$ cat config.mk
export PLATFORM = sky130hd
export DESIGN_NAME = tcp_segment_reorder_unit
export DESIGN_NICKNAME = d
export VERILOG_FILES = /design/src/rtl/tsr_pkg.sv /design/src/rtl/tsr_cell.sv /design/src/rtl/tcp_segment_reorder_unit.sv
export SDC_FILE = /design/constraint.sdc
export NUM_CORES = 2
export LEC_CHECK = 0
export ABC_CLOCK_PERIOD_IN_PS = 10900
export BUFFER_PORTS_ARGS = -buffer_cell sky130_fd_sc_hd__buf_2
export CORE_MARGIN = 2
export CORE_UTILIZATION = 57
export CTS_CLUSTER_SIZE = 24
export DETAILED_ROUTE_END_ITERATION = 8
export GPL_ROUTABILITY_DRIVEN = 0
export PLACE_DENSITY = 0.73
export REMOVE_ABC_BUFFERS = 1
export SETUP_SLACK_MARGIN = 0.4
export SLEW_MARGIN = 25
export SYNTH_ARGS = -nofsm -noshare
export SYNTH_HDL_FRONTEND = slang
export SYNTH_SLANG_ARGS = --single-unit
$ cat constraint.sdc
create_clock -name clk -period 10.9 [get_ports clk]
set_input_delay 0.545 -clock clk [delete_from_list [all_inputs] [get_ports clk]]
set_output_delay 0.545 -clock clk [all_outputs]
set_load 0.005 [all_outputs]
$ cat src/rtl/tsr_pkg.sv
// Package for the TCP segment reorder unit: beat types, action codes, entry type.
// No dependencies.
`default_nettype none
package tsr_pkg;

  localparam logic [2:0] ACT_DIRECT     = 3'd0;
  localparam logic [2:0] ACT_FROM_QUEUE = 3'd1;
  localparam logic [2:0] ACT_QUEUED     = 3'd2;
  localparam logic [2:0] ACT_FULL       = 3'd3;
  localparam logic [2:0] ACT_OLD        = 3'd4;
  localparam logic [2:0] ACT_STALE      = 3'd5;
  localparam logic [2:0] ACT_SYN        = 3'd6;
  localparam logic [2:0] ACT_RESET      = 3'd7;

  typedef struct packed {
    logic [31:0] seq_number;
    logic [15:0] payload_length;
    logic [7:0]  buffer_tag;
    logic        syn_flag;
    logic        rst_flag;
  } in_beat_t;

  typedef struct packed {
    logic [2:0]  action;
    logic [7:0]  out_tag;
    logic [31:0] out_seq;
    logic [15:0] out_length;
    logic        last;
  } out_beat_t;

  typedef struct packed {
    logic [31:0] seq;
    logic [15:0] len;
    logic [7:0]  tag;
  } entry_t;

  // control broadcast from the sequencer to every cell
  typedef struct packed {
    logic   ins;      // insert new entry in sorted position
    logic   pop;      // shift every entry toward the head
    logic   clr;      // drop all entries
    entry_t new_ent;
  } cell_ctl_t;

endpackage
`default_nettype wire

$ cat src/rtl/tsr_cell.sv
// One queue slot of the sorted pending chain.
// Depends on tsr_pkg.
`default_nettype none
module tsr_cell (
  input  wire logic                 clk,
  input  wire logic                 rst_n,
  input  wire tsr_pkg::cell_ctl_t   ctl,
  input  wire logic                 prev_valid,
  input  wire logic                 prev_gt,     // previous cell holds seq > new
  input  wire tsr_pkg::entry_t      prev_ent,
  input  wire logic                 next_valid,
  input  wire tsr_pkg::entry_t      next_ent,
  output logic                      valid,
  output logic                      gt,
  output tsr_pkg::entry_t           ent
);
  import tsr_pkg::*;

  logic   valid_r, valid_nxt;
  entry_t ent_r, ent_nxt;

  assign valid = valid_r;
  assign ent   = ent_r;
  assign gt    = valid_r && (ent_r.seq > ctl.new_ent.seq);

  always_comb begin
    valid_nxt = valid_r;
    ent_nxt   = ent_r;
    if (ctl.clr) begin
      valid_nxt = 1'b0;
    end else if (ctl.pop) begin
      valid_nxt = next_valid;
      ent_nxt   = next_ent;
    end else if (ctl.ins) begin
      if (gt && prev_gt) begin
        ent_nxt = prev_ent;
      end else if (gt || (!valid_r && prev_valid && !prev_gt)) begin
        ent_nxt   = ctl.new_ent;
        valid_nxt = 1'b1;
      end else if (!valid_r && prev_gt) begin
        ent_nxt   = prev_ent;
        valid_nxt = 1'b1;
      end
    end
  end

  always_ff @(posedge clk) begin
    if (!rst_n) begin
      valid_r <= 1'b0;
    end else begin
      valid_r <= valid_nxt;
    end
    ent_r <= ent_nxt;
  end

endmodule
`default_nettype wire

$ cat src/rtl/tcp_segment_reorder_unit.sv
// Top level of the TCP segment reorder unit: sequencer plus chain of queue cells.
// Depends on tsr_pkg and tsr_cell.
// The first result appears in the cycle after start; drain gives one result a cycle.
// Segments do not overlap: start is taken only when idle, and busy is high in the drain and gap states.
// Reset: expected number, syn state and queue cleared; queue_limit returns to 16.
// Results are strobed for one cycle; the receiver cannot stall.
`default_nettype none
module tcp_segment_reorder_unit #(
  parameter int QUEUE_DEPTH = 16
) (
  input  wire logic                clk,
  input  wire logic                rst_n,
  input  wire logic                start,
  output logic                     busy,
  input  wire tsr_pkg::in_beat_t   in_beat,
  output logic                     out_valid,
  output tsr_pkg::out_beat_t       out_beat,
  input  wire logic                cfg_we,
  input  wire logic [4:0]          cfg_wdata
);
  import tsr_pkg::*;

  localparam int CW = $clog2(QUEUE_DEPTH + 1);
  localparam logic [1:0] ST_IDLE  = 2'd0;
  localparam logic [1:0] ST_DRAIN = 2'd1;
  localparam logic [1:0] ST_GAP   = 2'd2;

  logic [1:0]    st_r, st_nxt;
  logic [4:0]    lim_r;
  logic [31:0]   exp_r, exp_nxt;
  logic          syn_r, syn_nxt;
  logic [CW-1:0] cnt_r, cnt_nxt;
  logic          ov_r, ov_nxt;
  out_beat_t     ob_r, ob_nxt;
  cell_ctl_t     ctl;

  logic   v   [QUEUE_DEPTH+1];
  logic   g   [QUEUE_DEPTH+1];
  entry_t e   [QUEUE_DEPTH+1];
  logic   nv  [QUEUE_DEPTH];
  entry_t ne  [QUEUE_DEPTH];

  assign v[0] = 1'b1;
  assign g[0] = 1'b0;
  assign e[0] = ctl.new_ent;

  genvar k;
  generate
    for (k = 0; k < QUEUE_DEPTH; k++) begin : g_cell
      if (k == QUEUE_DEPTH - 1) begin : g_end
        assign nv[k] = 1'b0;
        assign ne[k] = e[k+1];
      end else begin : g_mid
        assign nv[k] = v[k+2];
        assign ne[k] = e[k+2];
      end
      tsr_cell u_cell (
        .clk(clk), .rst_n(rst_n), .ctl(ctl),
        .prev_valid(v[k]), .prev_gt(g[k]), .prev_ent(e[k]),
        .next_valid(nv[k]), .next_ent(ne[k]),
        .valid(v[k+1]), .gt(g[k+1]), .ent(e[k+1])
      );
    end
  endgenerate

  logic [CW-1:0] eff_lim;
  logic [31:0]   base;
  entry_t        hd;
  logic [31:0]   hd_end;

  assign hd     = e[1];
  assign hd_end = exp_r + {16'd0, hd.len};
  assign busy   = (st_r != ST_IDLE);
  assign out_valid = ov_r;
  assign out_beat  = ob_r;

  always_comb begin
    if ({{(32-5){1'b0}}, lim_r} > QUEUE_DEPTH) eff_lim = CW'(QUEUE_DEPTH);
    else eff_lim = CW'(lim_r);
    base = (exp_r == 32'd0 && !syn_r) ? in_beat.seq_number : exp_r;
  end

  always_comb begin
    st_nxt  = st_r;
    exp_nxt = exp_r;
    syn_nxt = syn_r;
    cnt_nxt = cnt_r;
    ov_nxt  = 1'b0;
    ob_nxt  = ob_r;
    ctl     = '0;
    ctl.new_ent = '{seq: in_beat.seq_number, len: in_beat.payload_length,
                    tag: in_beat.buffer_tag};
    case (st_r)
      ST_IDLE: begin
        if (start && in_beat.payload_length != 16'd0) begin
          ov_nxt = 1'b1;
          ob_nxt = '{action: ACT_OLD, out_tag: in_beat.buffer_tag,
                     out_seq: in_beat.seq_number,
                     out_length: in_beat.payload_length, last: 1'b1};
          st_nxt = ST_GAP;
          if (in_beat.syn_flag) begin
            syn_nxt = 1'b1;
            exp_nxt = in_beat.seq_number + 32'd1;
            ob_nxt.action = ACT_SYN;
            ob_nxt.out_length = 16'd0;
          end else if (in_beat.rst_flag) begin
            exp_nxt = 32'd0;
            syn_nxt = 1'b0;
            cnt_nxt = '0;
            ctl.clr = 1'b1;
            ob_nxt.action = ACT_RESET;
            ob_nxt.out_length = 16'd0;
          end else if (in_beat.seq_number == base) begin
            ob_nxt.action = ACT_DIRECT;
            exp_nxt = base + {16'd0, in_beat.payload_length};
            if (cnt_r != '0 && hd.seq <= exp_nxt) begin
              ob_nxt.last = 1'b0;
              st_nxt = ST_DRAIN;
            end
          end else if (in_beat.seq_number > base) begin
            exp_nxt = base;
            if (cnt_r < eff_lim) begin
              ctl.ins = 1'b1;
              cnt_nxt = cnt_r + CW'(1);
              ob_nxt.action = ACT_QUEUED;
            end else begin
              ob_nxt.action = ACT_FULL;
            end
          end else begin
            exp_nxt = base;
          end
        end
      end
      ST_DRAIN: begin
        if (hd.seq <= exp_r) begin
          ov_nxt = 1'b1;
          ctl.pop = 1'b1;
          cnt_nxt = cnt_r - CW'(1);
          ob_nxt = '{action: ACT_STALE, out_tag: hd.tag, out_seq: hd.seq,
                     out_length: hd.len, last: 1'b0};
          if (hd.seq == exp_r) begin
            ob_nxt.action = ACT_FROM_QUEUE;
            exp_nxt = hd_end;
          end
          if (cnt_r == CW'(1) ||
              (e[2].seq > ((hd.seq == exp_r) ? hd_end : exp_r))) begin
            ob_nxt.last = 1'b1;
            st_nxt = ST_GAP;
          end
        end else begin
          st_nxt = ST_IDLE;
        end
      end
      ST_GAP: st_nxt = ST_IDLE;
      default: st_nxt = ST_IDLE;
    endcase
  end

  always_ff @(posedge clk) begin
    if (!rst_n) begin
      st_r  <= ST_IDLE;
      lim_r <= 5'd16;
      exp_r <= '0;
      syn_r <= 1'b0;
      cnt_r <= '0;
      ov_r  <= 1'b0;
    end else begin
      st_r  <= st_nxt;
      if (cfg_we) lim_r <= cfg_wdata;
      exp_r <= exp_nxt;
      syn_r <= syn_nxt;
      cnt_r <= cnt_nxt;
      ov_r  <= ov_nxt;
    end
    ob_r <= ob_nxt;
  end

endmodule
`default_nettype wire
# == After elaboration in Yosys (flattened, before gate mapping) ==
# Index checks and enable logic that the tools add are counted.
# word_totals
register_bits,1018
out_inout_bits,62
in_bits,67
word_cells,545
# classes
bitwise_logic,4
n_eq_ne,25
n_addsub,5
reduce_logical,205
muxes,209
n_lt_le_gt_ge,22
# ops
op,n
$mux 56,76
$gt 32x32->1,18
$mux 32,7
$mux 60,2
$pmux 60 s2,1
$mux 1,97
$reduce_and 3->1,32
$logic_and 1x1->1,79
$add 32x16->32,2
$eq 32x32->1,2
$le 32x32->1,2
$pmux 32 s2,1
$reduce_bool 4->1,14
$reduce_bool 3->1,15
$mux 5,8
$ne 2x2->1 const B,17
$add 32x1->32 const B,1
$logic_not 1->1,32
$logic_not 32->1,1
$mux 16,2
$logic_or 1x1->1,17
$reduce_bool 16->1,1
$mux 3,5
$mux 2,7
other kinds (19),31

# == Logic depth before layout (Yosys ltp) ==
# depth
word_depth,12
ltp_mapped,28
ltp_nobuf,23

# == Cells and area by module ==
# From an unflattened synthesis, not the netlist that was laid out.
# unflattened
cells_unflattened,8739
area_unflattened_um2,82290.2
# modules_own_cells
module,cells_each,area_per_inst_um2,seq_area_each_um2,n_inst
tsr_cell at g_cell[0].u_cell ...,453,4352.9,1701.6,11
tsr_cell at g_cell[5].u_cell ...,456,4523.1,1701.6,5
tcp_segment_reorder_unit,1476,11792.6,2722.6,1

# == Worst setup path after synthesis ==
# OpenSTA, ideal clock, no wires.
# synth_timing
kind,flip-flop to flip-flop
start,register exp_r[30]
end,register g_cell[10].u_cell.valid_r
required_ns,10.823
stages_incl_launch_ff,18
arrival_ns,8.288
period_less_slack_ns,8.365
path_slack_ns,2.535
n_path_buf,3
setup_ns,0.077
path_cell_list,dfxtp_1 or4_4 nor3_4 and3_1 buf_6 buf_2 buf_1 a21oi_1 ha_1 nand4_1 nor3_1 o21a_1 o31ai_1 a31o_2 a21oi_1 nand3_1 o21ai_0 o221a_2
# synth_via
elab_chain_len,12
elab_cells_between_ends,19
classes_between,order compare: 2; eq/ne: 2; mux: 10; reduce/logical: 5
# synth_rtl
element,line_no,text
from (decl),tcp_segment_reorder_unit.sv:30,"logic [31:0] exp_r, exp_nxt;"
from (signal assigned),tcp_segment_reorder_unit.sv:170,exp_r <= exp_nxt;
$logic_not 32->1,tcp_segment_reorder_unit.sv:80,base = (exp_r == 32'd0 && !syn_r) ? in_beat.seq_number : exp_r;
$logic_and 1x1->1,tcp_segment_reorder_unit.sv:80,
$mux 32,tcp_segment_reorder_unit.sv:80,
$gt 32x32->1,tcp_segment_reorder_unit.sv:120,end else if (in_beat.seq_number > base) begin
$mux 1,tcp_segment_reorder_unit.sv:120,
$mux 1,tcp_segment_reorder_unit.sv:113,end else if (in_beat.seq_number == base) begin
$mux 1,tcp_segment_reorder_unit.sv:106,end else if (in_beat.rst_flag) begin
$mux 1,tcp_segment_reorder_unit.sv:101,if (in_beat.syn_flag) begin
$mux 1,tcp_segment_reorder_unit.sv:95,if (start && in_beat.payload_length != 16'd0) begin
$mux 1,tcp_segment_reorder_unit.sv:93,case (st_r)
$reduce_bool 2->1 (no source line),n/a,
$reduce_and 3->1 (no source line),n/a,
to (signal assigned),tsr_cell.sv:51,valid_r <= valid_nxt;
to (decl),tsr_cell.sv:19,"logic valid_r, valid_nxt;"
# Parallel ways exist; a longest one is shown, timed or not.
# A chain may end at the register's enable or synchronous reset.

==> qor.yml <==
synth:
  syn_inst: 6926
  synth_cell_types: 83
  ys_async_sr_fraction: 0
  synth_top_flop_cell: "edfxtp_1"
  ys_seq_area_frac: 0.4406
  synth_area_sq_um: 67970
  synth_top_area_frac: 0.4224
  syn_area_per_cell_sq_um: 9.813
  synth_area_leaders: "edfxtp_1 (42%), ha_1 (13%), nand2_1 (4.8%), o211ai_1 (4.6%), mux2i_1 (3.9%)"
  synth_warnings: 0
  synth_top_area_cell: "edfxtp_1"
  synth-seq-cells: 1018
  synth_edf_count: 956
sta:
  fin_crit_ns: 7.544
  rsz0062_at_grt: "false"
  fmax_ghz: 0.1325
  report.final.slew_viol_count: 0
  hold_viol_final: 0
  fin_skew_ns: 0.03879
  finalCritPeriodShare: 0.6922
  finalSetupViolCount: 0
  slew_headroom: 0.1749
  fin_setup_tns_ns: 0
  tightest_slew_ns: 1.225
run_status:
  status: "finished, final reports clean"
floorplanning:
  die-area_sq_um: 122000
  initial_core_util: 0.5748
  die_w_microns: 349.3
  io_pins: 129
  core-area_sq_um: 118200
  fp.dieH_microns: 349.3
  fp-row-count: 126
global_routing:
  grt_start_max_net_pins: 220
  grt_pass1_vias: 57447
  antenna_found_initial: 8
  grt_first_pass_wirelength_mm: 360.9
  grt_usage: 0.3896
  overflow: 0
route:
  drc: 0
  avgRoutedWirePerCell_microns: 28.69
  routed_via_density: 7.151
  vias: 60479
  drt_iter0_markers: 9124
  detail-route-antenna-nets: 0
  dr.pass1.iters: 7
  wl_mm: 242.6
critical_path:
  crit_slowest_cell: "or4_4"
  cp_top_family: "simple AND/OR/NAND/NOR gates"
  path_common_cell: "o21ai_0"
  worstPathArrival_ns: 7.99
  path_cells: "or4_4 -> nor3_4 -> and3_1 -> buf_4 -> a21oi_1 -> inv_1 -> ha_1 -> o21ai_0 -> o21ai_0 -> and2_1 -> a2111oi_0 -> buf_4 -> nor3_1 -> nand2_2 -> o31ai_1 -> o21ai_0 -> ha_1 -> nand4_1 -> or4_1 -> nor4_1 -> nand3_1 -> a221oi_1 -> a21oi_1"
  cp-start-kind: "flop"
  end_kind: "flop"
  crit_required_ns: 11.35
  critPathBufInv: 3
  crit_fanout: 26
  critical_path_class: "flop to flop"
  cpPeakStageDelay_ns: 0.68
clock_tree:
  cts_root_buf: "clkbuf_16"
  clkTransAtPathRegs_ns: 0.07
  clock_latency_ns: 0.74
  ctsHoldBuffers: 0
  cts.sinks: 1018
  numCtsBuffers: 112
  cts.repair.resized: 0
  cts_tree: "built"
  clockBufferDepth: 3
  cts_setup_buffers: 0
  h-tree-depth: 3
placed_design:
  numPortBuffers: 128
  dp.final_hpwl_mm: 166.3
  dp.cells: 8231
power_and_ir_drop:
  power_density_nw_per_um2: 121.8
  p_leak_nw: 27.27
  vdd_drop_max_uv: 129.6
layout:
  area.growth.synth_to_final_pct: 9.067
  finalNetCount: 7566
  fin_cells: 8457
  drive_gt1_frac: 0.08616
  layout.cells.most_common: "edfxtp_1"
  most-common-layout-cells: "edfxtp_1 (956), nand2_1 (870), ha_1 (680)"
min_path:
  worst_hold_path_type: "input pin to flop"
run:
  drv_cap: 0
==> per-stage QoR <==
step | hold slack (ns) | total power, mW | instance area, sq um | setup slack (ns) | util
after floorplan | 0.4376 | 4.820 | 66100 | -31.99 | -
after global placement | 0.4540 | 5.122 | 70030 | 3.861 | 0.5923
after detailed placement | 0.4578 | 5.150 | 70230 | 3.699 | 0.5940
after CTS | 0.03618 | 8.974 | 73910 | 3.663 | 0.6251
after global routing | 0.07675 | 9.216 | 74120 | 2.960 | 0.6268
final | 0.06098 | 9.025 | 74130 | 3.356 | 0.6269
==> report_power, final <==
| part | leakage, nW | internal (mW) | total (mW) | switching, mW |
|---|---|---|---|---|
| Combinational | 16.3 | 0.270 | 0.833 | 0.563 |
| Sequential | 9.14 | 4.25 | 4.29 | 0.0341 |
| Clock | 1.80 | 2.19 | 3.91 | 1.72 |
==> per-layer routing <==
metal	vias up	global-route usage	routed length, microns
met2	4387	0.5710	102200
met4	8	0.2161	15280
met5	-	0	60
li1	26255	-	-
met3	889	0.1129	33260
met1	28940	0.5183	91810
==> area by class of cell <==
class                   count  area [sq um]
flip-flops and latches   1018         29950
repair buffers            266          2002
clock buffers             152          3095
diodes                      4         10.01
multi-input cells        5285         36060
clock inverters            62         583.1
well taps                1536          1922
fillers                  9615         44110
inverters                 134         505.5
==> kinds of logic (layout without fill, tap and decap cells) <==
kind of cell | after synthesis | count (layout) | share of synthesized area
fa+ha+maj | 682 | 682 | 0.1258
simple gates | 2348 | 2348 | 0.1601
other cells | 0 | 4 | 0
buf+inv | 623 | 614 | 0.03490
flops | 1018 | 1018 | 0.4406
mux | 324 | 324 | 0.04875
compound gates | 1838 | 1838 | 0.1779
xor+xnor | 93 | 93 | 0.01198
==> flip-flops by register name, summed over array words and instances, names as in the netlist, 2 cells and up <==
register / cells
g_cell.u_cell.valid: 16
lim_r: 5
exp_r: 32
out_beat: 60
g_cell.u_cell.ent: 896
cnt_r: 5
st_r: 2
==> synthesized netlist by cell type (77+ instances only) <==
| cell | count |
|---|---|
| mux2i_1 | 268 |
| edfxtp_1 | 956 |
| ha_1 | 680 |
| o21ai_0 | 389 |
| o211ai_1 | 414 |
| inv_1 | 130 |
| nor3_1 | 135 |
| a21oi_1 | 407 |
| a31oi_1 | 83 |
| a21o_1 | 83 |
| nor2_1 | 411 |
| clkbuf_1 | 402 |
| o21a_1 | 90 |
| nand3_1 | 478 |
| nand4_1 | 132 |
| nand2b_1 | 77 |
| nand2_1 | 873 |
==> worst paths after layout <==
check | from | end | slack, ns | cells past startpoint
min reg2reg | syn_r | syn_r | 0.48 | 2
max | exp_r[30] | out_beat[0] | 3.36 | 23
min | cfg_wdata[4] | lim_r[4] | 0.06 | 3
max reg2reg | exp_r[30] | out_beat[0] | 3.36 | 23
==> worst reg2reg max path, delay by kind of cell, from the launching register on <==
family          cells  cell delay [ns]
flops               1             0.47
fa+ha+maj           2             0.55
buf+inv             3             0.68
compound gates      8             1.77
simple gates       10             3.83
Power figures use the tool's default switching activity.
